**config.mk**
```make
export PLATFORM = sky130hd
export DESIGN_NAME = rmte_cordic_cell
export DESIGN_NICKNAME = d
export VERILOG_FILES = /design/src/rtl/rmte_pkg.sv /design/src/rtl/rmte_cordic_cell.sv
export SDC_FILE = /design/constraint.sdc
export NUM_CORES = 1
export LEC_CHECK = 0
export BUFFER_PORTS_ARGS = -buffer_cell sky130_fd_sc_hd__buf_2
export CAP_MARGIN = 10
export CELL_PAD_IN_SITES_DETAIL_PLACEMENT = 0
export CELL_PAD_IN_SITES_GLOBAL_PLACEMENT = 1
export CORE_MARGIN = 3
export CORE_UTILIZATION = 45
export CTS_BUF_LIST = sky130_fd_sc_hd__clkbuf_8
export DETAILED_ROUTE_END_ITERATION = 8
export PLACE_DENSITY = 0.93
export SYNTH_ARGS = -nofsm -noshare
export SYNTH_HDL_FRONTEND = slang
export SYNTH_SLANG_ARGS = --single-unit
```
**constraint.sdc**
```tcl
create_clock -name clk -period 5.9 [get_ports clk]
set_input_delay 0 -clock clk [delete_from_list [all_inputs] [get_ports clk]]
set_output_delay 0 -clock clk [all_outputs]
set_load 0.01 [all_outputs]
```
**src/rtl/rmte_pkg.sv**
```systemverilog
// shared types, constants and helper functions for the rotation matrix to euler unit
`timescale 1ns / 1ps
`default_nettype none
package rmte_pkg;

  localparam int IN_W       = 18;
  localparam int OUT_W      = 19;
  localparam int THR_W      = 17;
  localparam int SQ_W       = 36;
  localparam int ROOT_W     = 18;
  localparam int XW         = 22;
  localparam int ZW         = 28;
  localparam int TABLE_LEN  = 24;
  localparam int CORDIC_STAGES_DEF = 16;
  localparam int FRAC_BITS_DEF     = 16;

  localparam logic [THR_W-1:0] THR_RESET = THR_W'(1);
  localparam logic [32:0]      PI_Q30    = 33'd3373259426;

  localparam logic signed [ZW-1:0] OUT_MAX = ZW'(262143);
  localparam logic signed [ZW-1:0] OUT_MIN = -ZW'(262144);

  typedef logic [31:0] q30_tab_t [TABLE_LEN];
  localparam q30_tab_t ATAN_Q30 = '{
    32'h3243F6A8, 32'h1DAC6705, 32'h0FADBAFC, 32'h07F56EA6,
    32'h03FEAB76, 32'h01FFD55B, 32'h00FFFAAA, 32'h007FFF55,
    32'h003FFFEA, 32'h001FFFFD, 32'h000FFFFF, 32'h0007FFFF,
    32'h0003FFFF, 32'h0001FFFF, 32'h0000FFFF, 32'h00007FFF,
    32'h00003FFF, 32'h00001FFF, 32'h00000FFF, 32'h000007FF,
    32'h000003FF, 32'h000001FF, 32'h000000FF, 32'h0000007F
  };

  // matrix elements riding alongside the square root
  typedef struct packed {
    logic signed [IN_W-1:0] r00;
    logic signed [IN_W-1:0] r10;
    logic signed [IN_W-1:0] r20;
    logic signed [IN_W-1:0] r21;
    logic signed [IN_W-1:0] r22;
    logic signed [IN_W-1:0] r11;
    logic signed [IN_W-1:0] r12;
  } mat_t;

  // one cordic lane between cells
  typedef struct packed {
    logic signed [XW-1:0] x;
    logic signed [XW-1:0] y;
    logic signed [ZW-1:0] z;
    logic                 zero;
  } cord_t;

  // q30 constant rounded half up to fb fraction bits
  function automatic logic [ZW-1:0] from_q30(input logic [32:0] v, input int fb);
    logic [32:0] s;
    s = (v + (33'd1 << (29 - fb))) >> (30 - fb);
    return s[ZW-1:0];
  endfunction

  function automatic logic [ZW-1:0] atan_fix(input int idx, input int fb);
    return from_q30({1'b0, ATAN_Q30[idx]}, fb);
  endfunction

  // move the vector into the right half plane before the rotations
  function automatic cord_t prerot(input logic signed [XW-1:0] y,
                                   input logic signed [XW-1:0] x,
                                   input logic signed [ZW-1:0] pi);
    cord_t c;
    c.zero = (x == '0) && (y == '0);
    if (x[XW-1]) begin
      c.x = -x;
      c.y = -y;
      c.z = y[XW-1] ? -pi : pi;
    end else begin
      c.x = x;
      c.y = y;
      c.z = '0;
    end
    return c;
  endfunction

  // clamp to +-pi, then to the output range; zero for a zero vector or when forced
  function automatic logic signed [OUT_W-1:0] sat_angle(input cord_t c, input logic forced_zero,
                                                        input logic signed [ZW-1:0] pi);
    logic signed [ZW-1:0] z;
    z = c.z;
    if (z > pi)      z = pi;
    if (z < -pi)     z = -pi;
    if (z > OUT_MAX) z = OUT_MAX;
    if (z < OUT_MIN) z = OUT_MIN;
    if (c.zero || forced_zero) z = '0;
    return z[OUT_W-1:0];
  endfunction

endpackage
`default_nettype wire

```
**src/rtl/rmte_cordic_cell.sv**
```systemverilog
// one vectoring rotation of a cordic lane
`timescale 1ns / 1ps
`default_nettype none
module rmte_cordic_cell #(
  parameter int STAGE     = 0,
  parameter int FRAC_BITS = rmte_pkg::FRAC_BITS_DEF
) (
  input  wire logic            clk,
  input  wire logic            en,
  input  wire rmte_pkg::cord_t c_in,
  output rmte_pkg::cord_t      c_out
);

  localparam logic signed [rmte_pkg::ZW-1:0] ATAN = rmte_pkg::atan_fix(STAGE, FRAC_BITS);

  rmte_pkg::cord_t            c_next;
  logic signed [rmte_pkg::XW-1:0] dx;
  logic signed [rmte_pkg::XW-1:0] dy;

  always_comb begin
    dx = c_in.y >>> STAGE;
    dy = c_in.x >>> STAGE;
    c_next.zero = c_in.zero;
    if (!c_in.y[rmte_pkg::XW-1]) begin
      c_next.x = c_in.x + dx;
      c_next.y = c_in.y - dy;
      c_next.z = c_in.z + ATAN;
    end else begin
      c_next.x = c_in.x - dx;
      c_next.y = c_in.y + dy;
      c_next.z = c_in.z - ATAN;
    end
  end

  always_ff @(posedge clk) begin
    if (en) begin
      c_out <= c_next;
    end
  end

endmodule
`default_nettype wire

```
==> impl_metrics.ini <==
[synthesis]
synthCells = 754
post_synth_main_area_contributors = edfxtp_1 (32%), ha_1 (17%), xnor2_1 (6.3%)
ys.warnings.count = 0
postSynthAreaPerCell_um2 = 9.04
synth.net_count = 927
post-synth-top-area-fraction_pct = 31.7
post-synth-top-area-cell = edfxtp_1
synth_edf_count = 72
yosysSeqAreaShare_pct = 31.7
syn-cell-area_um2 = 6820
async_flop_share_pct = 0
synth_ff_type = edfxtp_1
synthDistinctLibCells = 67
ys_seq_elements = 72

[die]
die_x_extent_um = 129
num_io_pins = 148
die_area_um2 = 16700
core_area_um2 = 14700
height_of_the_die_um = 129
rows = 44
initial_core_util_pct = 46.4

[sta]
totalNegativeSetupSlack_ns = 0
finalCriticalPeriod_ns = 2.98
report.final.hold_viol_count = 0
unrepaired_setup_endpoints_after_global_routing = false
max_slew_margin_pct = 40.5
final-max-slew-violation-count = 0
final_min_period_over_clock_period_pct = 50.5
setup_viol_count_final = 0
max_freq_ghz = 0.336
max_slew.worst_pin.slew_ns = 0.892

[drt]
drtAntennaViolNets = 0
first_iter_violations = 509
drt_first_pass_iters = 5
vias_per_cell = 5.50
route.final.wire_length_um = 17000
drc = 0
routed_wire_length_per_instance_um = 15.8
number_of_vias_after_detailed_routing = 5948

[cells_and_area]
area_growth_pct = 16.3
final_layout_size_suffix_gt1_share_pct = 20.0
top_regs = c_out: 72 flops
total_inserted_antenna_cells = 0
number_of_flip_flops_in_the_largest_register = 72
layout.cells.most_common = buf_2
finish.net_count = 1068
top_register = c_out
instances_no_fill = 1082
layout.cells.most_common_list = buf_2 (147), ha_1 (94), a21oi_1 (83)
post-route-cell-area_um2 = 7930

[placed_design]
placed_cells_incl_taps = 1061
detailedPlacementHpwl_um = 13500
placement.io_buffers = 147
gp_congestion = 0.913
postPlaceCellArea_um2 = 7680

[clock_tree]
cts.reportedPaths.clkPinSlew_ns = 0.07
max-clock-path-buffers = 2
cts_tree = yes
clock-sinks = 72
clock_tree.root_cell = clkbuf_8
cts_bufs_inserted = 9
postCtsSetupBuffers = 0
cts-htree-levels = 3

[worst_setup_path]
worstPathArrival_ns = 3.07
start_to_end_type_of_the_worst_setup_path = input port to register
endpoint_kind = register
worstPathRequired_ns = 5.99
crit_path_start_kind = input port
crit_fanout = 59

[grt]
grt.met2_usage_pct = 33.1
gr-total-overflow = 0
grt_util_all_layers_pct = 20.3
global_route_met3_usage_pct = 2.39
grt_most_used_layer = met2
grt_pass1_wl_um = 27700
initial_antenna_violation_count = 0
grt_max_degree = 73
vias_in_the_first_global_route = 5625
met1_usage_pct = 28.8

[pwr]
power.total_mw = 1.72
leakage_nw = 3.58
power_switching_mw = 0.589
max-vdd-ir-drop_mv = 0.0868
switching_share_pct = 34.2
power.clock.fraction_pct = 20.9
power_frac_seq_pct = 40.3
p_int_mw = 1.13
power.combinational.fraction_pct = 38.9
p_per_area_nw_per_um2 = 217

[worst_hold_path]
hold_class = input port to register

[run]
drv.max_cap_violation_count = 0

[status]
run_status = completed
metrics by stage:
stage	hold slack (ns)	utilization (%)	worst slack (ns)
after floorplan	0.0989	-	3.35
after global placement	0.177	52.3	2.68
after detailed placement	0.179	52.3	2.59
after CTS	0.0521	53.9	2.96
after global routing	0.0877	53.9	2.67
final	0.0676	53.9	2.92
logic make-up (layout without fill, tap and decap cells):
kind of cell / count (synthesis) / count (layout) / share of synthesized area (%)
flops: 72 / 72 / 31.7
simple gates: 176 / 176 / 12.4
compound gates: 236 / 236 / 22.1
fa+ha+maj: 98 / 98 / 18.4
xor+xnor: 59 / 59 / 7.58
buf+inv: 100 / 244 / 5.80
mux: 13 / 13 / 1.93
final cells by class:
type                            instances  area [um2]
Clock buffer                            9         124
Clock inverter                          5        51.3
Fill cell                            1377        6770
Inverter                               73         274
Multi-Input combinational cell        582        4260
Sequential cell                        72        2160
Tap cell                              184         230
Timing Repair Buffer                  157         828
routing by layer:
metal	vias up	wire, um
met4	0	244
met1	2728	8100
met3	23	987
met2	210	7710
li1	2987	-
met5	-	0
critical path, stage by stage:
cell     delay (ns)
buf_2          0.07
buf_4          0.53
inv_1          0.19
buf_4          0.34
ha_1           0.40
a21oi_1        0.20
o21ai_0        0.09
a21oi_1        0.13
nand2_1        0.14
a41oi_1        0.38
o31ai_1        0.14
o41ai_1        0.32
xnor2_1        0.10
power groups by stage:
stage / combinational, mW / clock (mW) / sequential (mW)
4_1_cts: 0.666 / 0.368 / 0.694
3_3_place_gp: 0.655 / 0 / 0.703
3_5_place_dp: 0.659 / 0 / 0.705
5_1_grt: 0.742 / 0.387 / 0.700
6_report: 0.669 / 0.359 / 0.693
2_1_floorplan: 0.389 / 0 / 0.750
worst paths after layout:
check             startpoint                   to  slack, ns  depth (start not counted)
setup / recovery    c_in[50]  c_out[27]$_DFFE_PP_       2.92                         13
hold / removal      c_in[28]  c_out[28]$_DFFE_PP_       0.07                          3
synthesized netlist by cell type, drive strengths merged, types with 12 or more instances:
cell    instances
a21o           14
a21oi          83
buf            15
clkbuf         12
edfxtp         72
ha             94
inv            73
mux2i          12
nand2          37
nand3          12
nor2           65
o211ai         13
o21ai          53
o21bai         18
xnor2          49
timing repair:
item / CTS / global route
hold endpoints to repair: 8 / 0
resized for setup: 0 / 0
hold buffers: 7 / 0
(Power assumes the default switching activity.)
