==> src/rtl/rmte_pkg.sv <==
// shared types, constants and helper functions for the rotation matrix to euler unit
`timescale 1ns / 1ps
`default_nettype none
package rmte_pkg;

  localparam int IN_W       = 18;
  localparam int OUT_W      = 19;
  localparam int THR_W      = 17;
  localparam int SQ_W       = 36;
  localparam int ROOT_W     = 18;
  localparam int XW         = 22;
  localparam int ZW         = 28;
  localparam int TABLE_LEN  = 24;
  localparam int CORDIC_STAGES_DEF = 16;
  localparam int FRAC_BITS_DEF     = 16;

  localparam logic [THR_W-1:0] THR_RESET = THR_W'(1);
  localparam logic [32:0]      PI_Q30    = 33'd3373259426;

  localparam logic signed [ZW-1:0] OUT_MAX = ZW'(262143);
  localparam logic signed [ZW-1:0] OUT_MIN = -ZW'(262144);

  typedef logic [31:0] q30_tab_t [TABLE_LEN];
  localparam q30_tab_t ATAN_Q30 = '{
    32'h3243F6A8, 32'h1DAC6705, 32'h0FADBAFC, 32'h07F56EA6,
    32'h03FEAB76, 32'h01FFD55B, 32'h00FFFAAA, 32'h007FFF55,
    32'h003FFFEA, 32'h001FFFFD, 32'h000FFFFF, 32'h0007FFFF,
    32'h0003FFFF, 32'h0001FFFF, 32'h0000FFFF, 32'h00007FFF,
    32'h00003FFF, 32'h00001FFF, 32'h00000FFF, 32'h000007FF,
    32'h000003FF, 32'h000001FF, 32'h000000FF, 32'h0000007F
  };

  // matrix elements riding alongside the square root
  typedef struct packed {
    logic signed [IN_W-1:0] r00;
    logic signed [IN_W-1:0] r10;
    logic signed [IN_W-1:0] r20;
    logic signed [IN_W-1:0] r21;
    logic signed [IN_W-1:0] r22;
    logic signed [IN_W-1:0] r11;
    logic signed [IN_W-1:0] r12;
  } mat_t;

  // one cordic lane between cells
  typedef struct packed {
    logic signed [XW-1:0] x;
    logic signed [XW-1:0] y;
    logic signed [ZW-1:0] z;
    logic                 zero;
  } cord_t;

  // q30 constant rounded half up to fb fraction bits
  function automatic logic [ZW-1:0] from_q30(input logic [32:0] v, input int fb);
    logic [32:0] s;
    s = (v + (33'd1 << (29 - fb))) >> (30 - fb);
    return s[ZW-1:0];
  endfunction

  function automatic logic [ZW-1:0] atan_fix(input int idx, input int fb);
    return from_q30({1'b0, ATAN_Q30[idx]}, fb);
  endfunction

  // move the vector into the right half plane before the rotations
  function automatic cord_t prerot(input logic signed [XW-1:0] y,
                                   input logic signed [XW-1:0] x,
                                   input logic signed [ZW-1:0] pi);
    cord_t c;
    c.zero = (x == '0) && (y == '0);
    if (x[XW-1]) begin
      c.x = -x;
      c.y = -y;
      c.z = y[XW-1] ? -pi : pi;
    end else begin
      c.x = x;
      c.y = y;
      c.z = '0;
    end
    return c;
  endfunction

  // clamp to +-pi, then to the output range; zero for a zero vector or when forced
  function automatic logic signed [OUT_W-1:0] sat_angle(input cord_t c, input logic forced_zero,
                                                        input logic signed [ZW-1:0] pi);
    logic signed [ZW-1:0] z;
    z = c.z;
    if (z > pi)      z = pi;
    if (z < -pi)     z = -pi;
    if (z > OUT_MAX) z = OUT_MAX;
    if (z < OUT_MIN) z = OUT_MIN;
    if (c.zero || forced_zero) z = '0;
    return z[OUT_W-1:0];
  endfunction

endpackage
`default_nettype wire

==> src/rtl/rmte_sqrt_cell.sv <==
// one result bit of the digit by digit square root
`timescale 1ns / 1ps
`default_nettype none
module rmte_sqrt_cell #(
  parameter int BIT = 0
) (
  input  wire logic                           clk,
  input  wire logic                           en,
  input  wire logic [rmte_pkg::SQ_W-1:0]      rem_in,
  input  wire logic [rmte_pkg::ROOT_W-1:0]    root_in,
  output logic      [rmte_pkg::SQ_W-1:0]      rem_out,
  output logic      [rmte_pkg::ROOT_W-1:0]    root_out
);

  logic [rmte_pkg::SQ_W:0]     trial;
  logic [rmte_pkg::SQ_W-1:0]   rem_next;
  logic [rmte_pkg::ROOT_W-1:0] root_next;

  // trial = 2*root*2^bit + 4^bit
  always_comb begin
    trial = ({{(rmte_pkg::SQ_W + 1 - rmte_pkg::ROOT_W){1'b0}}, root_in} << (BIT + 1))
          + ((rmte_pkg::SQ_W + 1)'(1) << (2 * BIT));
    if ({1'b0, rem_in} >= trial) begin
      rem_next  = rem_in - trial[rmte_pkg::SQ_W-1:0];
      root_next = root_in | (rmte_pkg::ROOT_W'(1) << BIT);
    end else begin
      rem_next  = rem_in;
      root_next = root_in;
    end
  end

  always_ff @(posedge clk) begin
    if (en) begin
      rem_out  <= rem_next;
      root_out <= root_next;
    end
  end

endmodule
`default_nettype wire

==> config.mk <==
export PLATFORM = sky130hd
export DESIGN_NAME = rmte_sqrt_cell
export DESIGN_NICKNAME = d
export VERILOG_FILES = /design/src/rtl/rmte_pkg.sv /design/src/rtl/rmte_sqrt_cell.sv
export SDC_FILE = /design/constraint.sdc
export NUM_CORES = 1
export LEC_CHECK = 0
export BUFFER_PORTS_ARGS = -buffer_cell sky130_fd_sc_hd__buf_4
export CORE_MARGIN = 2
export CORE_UTILIZATION = 25
export DETAILED_ROUTE_END_ITERATION = 8
export GPL_TIMING_DRIVEN = 0
export SLEW_MARGIN = 10
export SYNTH_ARGS = -nofsm -noshare
export SYNTH_HDL_FRONTEND = slang
export SYNTH_SLANG_ARGS = --single-unit
==> constraint.sdc <==
create_clock -name clk -period 8.9 [get_ports clk]
set_clock_uncertainty 0.2 [all_clocks]
set_input_delay 0.445 -clock clk [delete_from_list [all_inputs] [get_ports clk]]
set_output_delay 0.445 -clock clk [all_outputs]
set_load 0.02 [all_outputs]
==> results_dict.tcl, run 1 <==
set metrics [dict create \
    routed_via_density 4.48 \
    status "finished, final reports clean" \
    hp-class "in2reg" \
    async_reset_ff_frac 0 \
    hold_violations 0 \
    fmax_mhz 299 \
    row_count 41 \
    syn_nets 379 \
    critical_path.max_stage_delay_ns 0.46 \
    cts_setup_buffers 0 \
    die_area_sq_mm 0.0137 \
    syn_inst 303 \
    cp_slowest_cell "fa_1" \
    critPathKind "in2reg" \
    finalSetupViolations 0 \
    drive_gt1_frac 0.305 \
    die_w_um 117 \
    slew_headroom 0.511 \
    grt-ovfl-total 0 \
    yosys_most_used_dff "edfxtp_1" \
    gp_congestion 0.828 \
    worstMarginPinSlew_ns 0.729 \
    dp_slack_ns 5.16 \
    switching_share 0.291 \
    internal_power_w 0.000505 \
    grt_pass1_vias 2563 \
    pwr_density_cell_mw_per_mm2 163 \
    drc 0 \
    placed_area_sq_mm 0.00424 \
    antenna_found_initial 0 \
    finish.instance_area_sq_mm 0.00437 \
    holdWs_ns 0.131 \
    io_pins 110 \
    wire_per_inst_um 14.1 \
    tns_ns 0 \
    layout_setup_ws_ns 5.55 \
    peakVddDrop_uv 71.9 \
    p_switching_w 0.000208 \
    clockPowerShare 0.268 \
    endpoint_kind "flop" \
    cts_buffers 5 \
    ys_seq_area_frac 0.506 \
    crit_chain "buf_4 > fa_1 > a21o_1 > a221o_1 > a211oi_2 > a2111oi_0 > nor2_2 > clkbuf_1 > o21ai_0" \
    crit_buf_inv 2 \
    path_max_fanout 10 \
    path_clk_slew_ns 0.07 \
    chipHeight_um 117 \
    first_pass_iters 4 \
    leakage_nw 1.77 \
    cp.required_ns 8.72 \
    yosysWarnings 0 \
    dp_cells 584 \
    postCtsHoldBufs 0 \
    cts_sinks 54 \
    syn_to_final_growth_pct 36.6 \
    sequentialPowerShare 0.452 \
    clockBufferDepth 2 \
    layout_min_cycle_time_ns 3.35 \
    cts_root_buf "clkbuf_16" \
    dp_hpwl_mm 6.49 \
    stdcell_count 592 \
    ctsResizeCount 0 \
    fin_crit_sh 0.376 \
    synth_cell_types 44 \
    rsz0062_at_grt "false" \
    dr.first_iter.drc_count 118 \
    worstSetupStartpointType "primary input" \
    maxSlewViolCount 0 \
    routed-via-count 2655 \
    initial_core_util 0.255 \
    antenna_left 0 \
    grt_max_degree 55 \
    nNetsFinal 495 \
    cpLargestDelayFamily "compound AO/OA/AOI/OAI gates" \
    diodes 0 \
    cts_tree "built" \
    syn_area_sq_mm 0.00320 \
    avgSynthCellArea_sq_um 10.6 \
    pwr-share-comb 0.279 \
    grt_pass1_wl_mm 12.6 \
    maxCapViolations 0 \
    coreArea_sq_mm 0.0126 \
    portBuffers 109 \
    synth_edf_count 54 \
    drt-total-wl_mm 8.34 \
    synth-seq-cells 54 \
    gr-usage-all-layers 0.120 \
    crit_arrival_ns 3.17 \
    cts.htree.levels 2 \
    n_fill_cell 1277 \
]
==> layer usage <==
layer  share of wire  track usage  vias up  wire length (um)
li1                -            -     1328                 -
met1            0.45        0.153     1254              3790
met2            0.47        0.193       66              3930
met3           0.061       0.0355        7               505
met4           0.015       0.0408        0               127
met5               0            0        -                 0
==> stage by stage <==
| stage | power, W | utilization |
|---|---|---|
| 6_report | 0.000713 | 0.348 |
| 3_3_place_gp | 0.000526 | 0.337 |
| 5_1_grt | 0.000752 | 0.348 |
| 2_1_floorplan | 0.000439 | - |
| 3_5_place_dp | 0.000528 | 0.337 |
| 4_1_cts | 0.000724 | 0.348 |
==> logic make-up after synthesis <==
| group | Yosys count | share of synthesized area |
|---|---|---|
| XOR/XNOR | 34 | 0.0930 |
| buffers and inverters | 30 | 0.0391 |
| AND/OR/NAND/NOR | 93 | 0.141 |
| multiplexers | 1 | 0.00352 |
| adder cells (fa/ha/maj) | 20 | 0.0805 |
| AO/OA/AOI/OAI | 71 | 0.136 |
| flip-flops | 54 | 0.506 |
==> cells in the final DEF, fill, tap and decap left out, drive strengths merged, types with 2 or more instances in the layout <==
master | netlist | layout
a21o | 4 | 4
a21oi | 22 | 22
buf | 4 | 113
clkbuf | 1 | 7
clkinv | 0 | 2
edfxtp | 54 | 54
ha | 19 | 19
inv | 25 | 25
nand2 | 35 | 35
nand2b | 2 | 2
nand3 | 10 | 10
nand3b | 2 | 2
nand4 | 6 | 6
nor2 | 19 | 19
nor3 | 7 | 7
nor4 | 5 | 5
o211ai | 2 | 2
o21a | 3 | 3
o21ai | 26 | 26
o21bai | 3 | 3
o31ai | 2 | 2
or3 | 3 | 3
xnor2 | 26 | 26
xor2 | 8 | 8
==> power by group through the flow <==
stage / registers, W / logic, W / clock network [W]
after floorplan: 0.000364 / 0.0000745 / 0
after detailed placement: 0.000328 / 0.000200 / 0
after global placement: 0.000328 / 0.000199 / 0
after global routing: 0.000325 / 0.000218 / 0.000209
final: 0.000322 / 0.000199 / 0.000191
after CTS: 0.000323 / 0.000201 / 0.000200
==> Yosys cell counts (2+ instances only) <==
library cell	count	share of area
o21a_1	3	0.0070
o211ai_1	2	0.0047
nor4_1	4	0.0078
nand3_1	10	0.016
nor2_1	18	0.021
edfxtp_1	54	0.51
nand3b_1	2	0.0047
nor3_1	6	0.0094
a21oi_1	22	0.034
inv_1	25	0.029
xnor2_1	26	0.071
a21o_1	3	0.0070
o21ai_0	26	0.041
xor2_1	8	0.022
buf_4	3	0.0070
nand2b_1	2	0.0039
nand4_1	6	0.012
or3_1	3	0.0059
ha_1	19	0.074
nand2_1	35	0.041
o21bai_1	3	0.0070
==> final cells by class <==
type / count / area (sq um) / share of cell area
sequential: 54 / 1620 / 0.371
multi-input combinational: 219 / 1460 / 0.333
timing repair buffer: 109 / 818 / 0.187
tap: 172 / 215 / 0.0492
clock buffer: 6 / 129 / 0.0295
inverter: 25 / 93.8 / 0.0215
buffer: 5 / 31.3 / 0.00715
clock inverter: 2 / 8.76 / 0.00200
==> worst paths after layout <==
check | from | endpoint | slack [ns] | cells past startpoint
setup / recovery | rem_in[1] | rem_out[14]$_DFFE_PP_ | 5.55 | 9
hold / removal | root_in[4] | root_out[4]$_DFFE_PP_ | 0.13 | 1
==> flip-flops by register name (all words and copies together), names as in the netlist <==
name	cells
root_out	18
rem_out	36
(Power assumes the default switching activity.)
==> inputs of run 2 (changes only) <==
- clock period: 8.9 -> 3.2 ns (I/O delays scaled with it)
==> results_dict.tcl, run 2 (same netlist as run 1, synthesis figures left out) <==
set metrics [dict create \
    status "finished, final reports clean" \
    clockBufferDepth 2 \
    regMostFlops "rem_out" \
    chipHeight_um 117 \
    grt_use_met3 0.0309 \
    drive_gt1_frac 0.280 \
    gp_congestion 0.828 \
    setup.worst_path.end "rem_out[1]$_DFFE_PP_" \
    antenna_found_initial 0 \
    cts.htree.levels 2 \
    grt_pass1_vias 2812 \
    nNetsFinal 546 \
    largest_reg_flops 36 \
    routed-via-count 2836 \
    die_w_um 117 \
    cts_sinks 54 \
    clockPowerShare 0.261 \
    rsz0062_at_grt "false" \
    layout_setup_ws_ns 0.161 \
    p_switching_w 0.000592 \
    cts_tree "built" \
    first_pass_iters 4 \
    maxSlewViolCount 0 \
    row_count 41 \
    worstMarginPinSlew_ns 0.721 \
    fmax_mhz 329 \
    sequentialPowerShare 0.439 \
    syn_to_final_growth_pct 53.2 \
    maxCapViolations 0 \
    diodes 0 \
    dp_hpwl_mm 6.49 \
    critPathKind "in2reg" \
    slew_headroom 0.519 \
    stdcell_count 643 \
    layout_min_cycle_time_ns 3.04 \
    reg.largest.list "rem_out x36, root_out x18" \
    hp-class "in2reg" \
    portBuffers 109 \
    leakage_nw 1.99 \
    coreArea_sq_mm 0.0126 \
    cts_root_buf "clkbuf_16" \
    worstSetupStartpointType "primary input" \
    dp_cells 584 \
    hold_violations 0 \
    grt_pass1_wl_mm 13.4 \
    finalSetupViolations 0 \
    crit_arrival_ns 2.89 \
    grt_max_degree 55 \
    mostFrequentLayoutCells "113 x buf_4, 54 x edfxtp_1, 50 x dlygate4sd3_1" \
    pwr-share-comb 0.299 \
    startpoint "rem_in[30]" \
    routed_via_density 4.41 \
    path_max_fanout 10 \
    io_pins 110 \
    antenna_left 0 \
    mostFrequentLayoutCell "buf_4" \
    path_clk_slew_ns 0.07 \
    drt-total-wl_mm 8.74 \
    switching_share 0.290 \
    wire_per_inst_um 13.6 \
    internal_power_w 0.00145 \
    dp_slack_ns -0.251 \
    cts_buffers 5 \
    endpoint_kind "flop" \
    initial_core_util 0.255 \
    die_area_sq_mm 0.0137 \
    holdWs_ns 0.0135 \
    fin_crit_sh 0.950 \
    cp.required_ns 3.05 \
    met1_usage 0.163 \
    dr.first_iter.drc_count 120 \
    gr-usage-all-layers 0.126 \
    pwr_density_cell_mw_per_mm2 416 \
    peakVddDrop_uv 203 \
    grt-ovfl-total 0 \
    drc 0 \
    busiest_layer "met2" \
    grtUsageMet2 0.205 \
]
## run 2: final cells by class
class	instances	area (sq um)
Fill cell	1241	7660
Clock buffer	6	129
Buffer	5	32.5
Timing Repair Buffer	160	1330
Sequential cell	54	1620
Inverter	25	93.8
Clock inverter	2	8.76
Tap cell	172	215
Multi-Input combinational cell	219	1480
## run 2: routing by layer
| metal | vias up | part of all wire |
|---|---|---|
| met5 | - | 0 |
| met4 | 0 | 0.016 |
| met3 | 9 | 0.047 |
| met2 | 68 | 0.48 |
| met1 | 1334 | 0.46 |
| li1 | 1425 | - |
## run 2: power groups by stage
stage / Combinational (W) / Sequential (W) / Clock, W
2_1_floorplan: 0.000207 / 0.00101 / 0
3_3_place_gp: 0.000552 / 0.000911 / 0
3_5_place_dp: 0.000556 / 0.000912 / 0
4_1_cts: 0.000609 / 0.000898 / 0.000557
5_1_grt: 0.000668 / 0.000904 / 0.000581
6_report: 0.000610 / 0.000897 / 0.000534
## run 2: how the worst min path moves through the flow
stage / start / to / slack, ns / cells after the start
finish: rem_in[28] / rem_out[28]$_DFFE_PP_ / 0.01 / 2
global route: rem_in[28] / rem_out[28]$_DFFE_PP_ / 0.01 / 2
CTS: rem_in[28] / rem_out[28]$_DFFE_PP_ / 0.004 / 2
detailed placement: root_in[4] / root_out[4]$_DFFE_PP_ / 0.15 / 1
global placement: root_in[5] / root_out[5]$_DFFE_PP_ / 0.15 / 1
floorplan: root_in[10] / root_out[10]$_DFFE_PP_ / 0.06 / 0
## run 2: what timing repair did
action	in CTS	in global routing
hold endpoints to repair	50	0
endpoints found under the setup margin	0	33
hold buffers	50	0
buffers inserted	0	1
resized for setup	0	6
## run 2: critical path: stages
cell           delay (ns)
dlygate4sd3_1        0.55
buf_4                0.14
or3_1                0.41
or3_1                0.36
nor3_1               0.24
nand3_1              0.13
nor2_2               0.30
buf_4                0.24
mux2_2               0.35
## run 2: per-stage QoR
| stage | setup TNS, ns | power (W) | area, sq um | utilization |
|---|---|---|---|---|
| after floorplan | 0 | 0.00122 | 3200 | - |
| after global placement | -2.87 | 0.00146 | 4240 | 0.337 |
| after detailed placement | -4.19 | 0.00147 | 4240 | 0.337 |
| after CTS | 0 | 0.00206 | 4870 | 0.388 |
| after global routing | 0 | 0.00215 | 4900 | 0.390 |
| final | 0 | 0.00204 | 4900 | 0.390 |
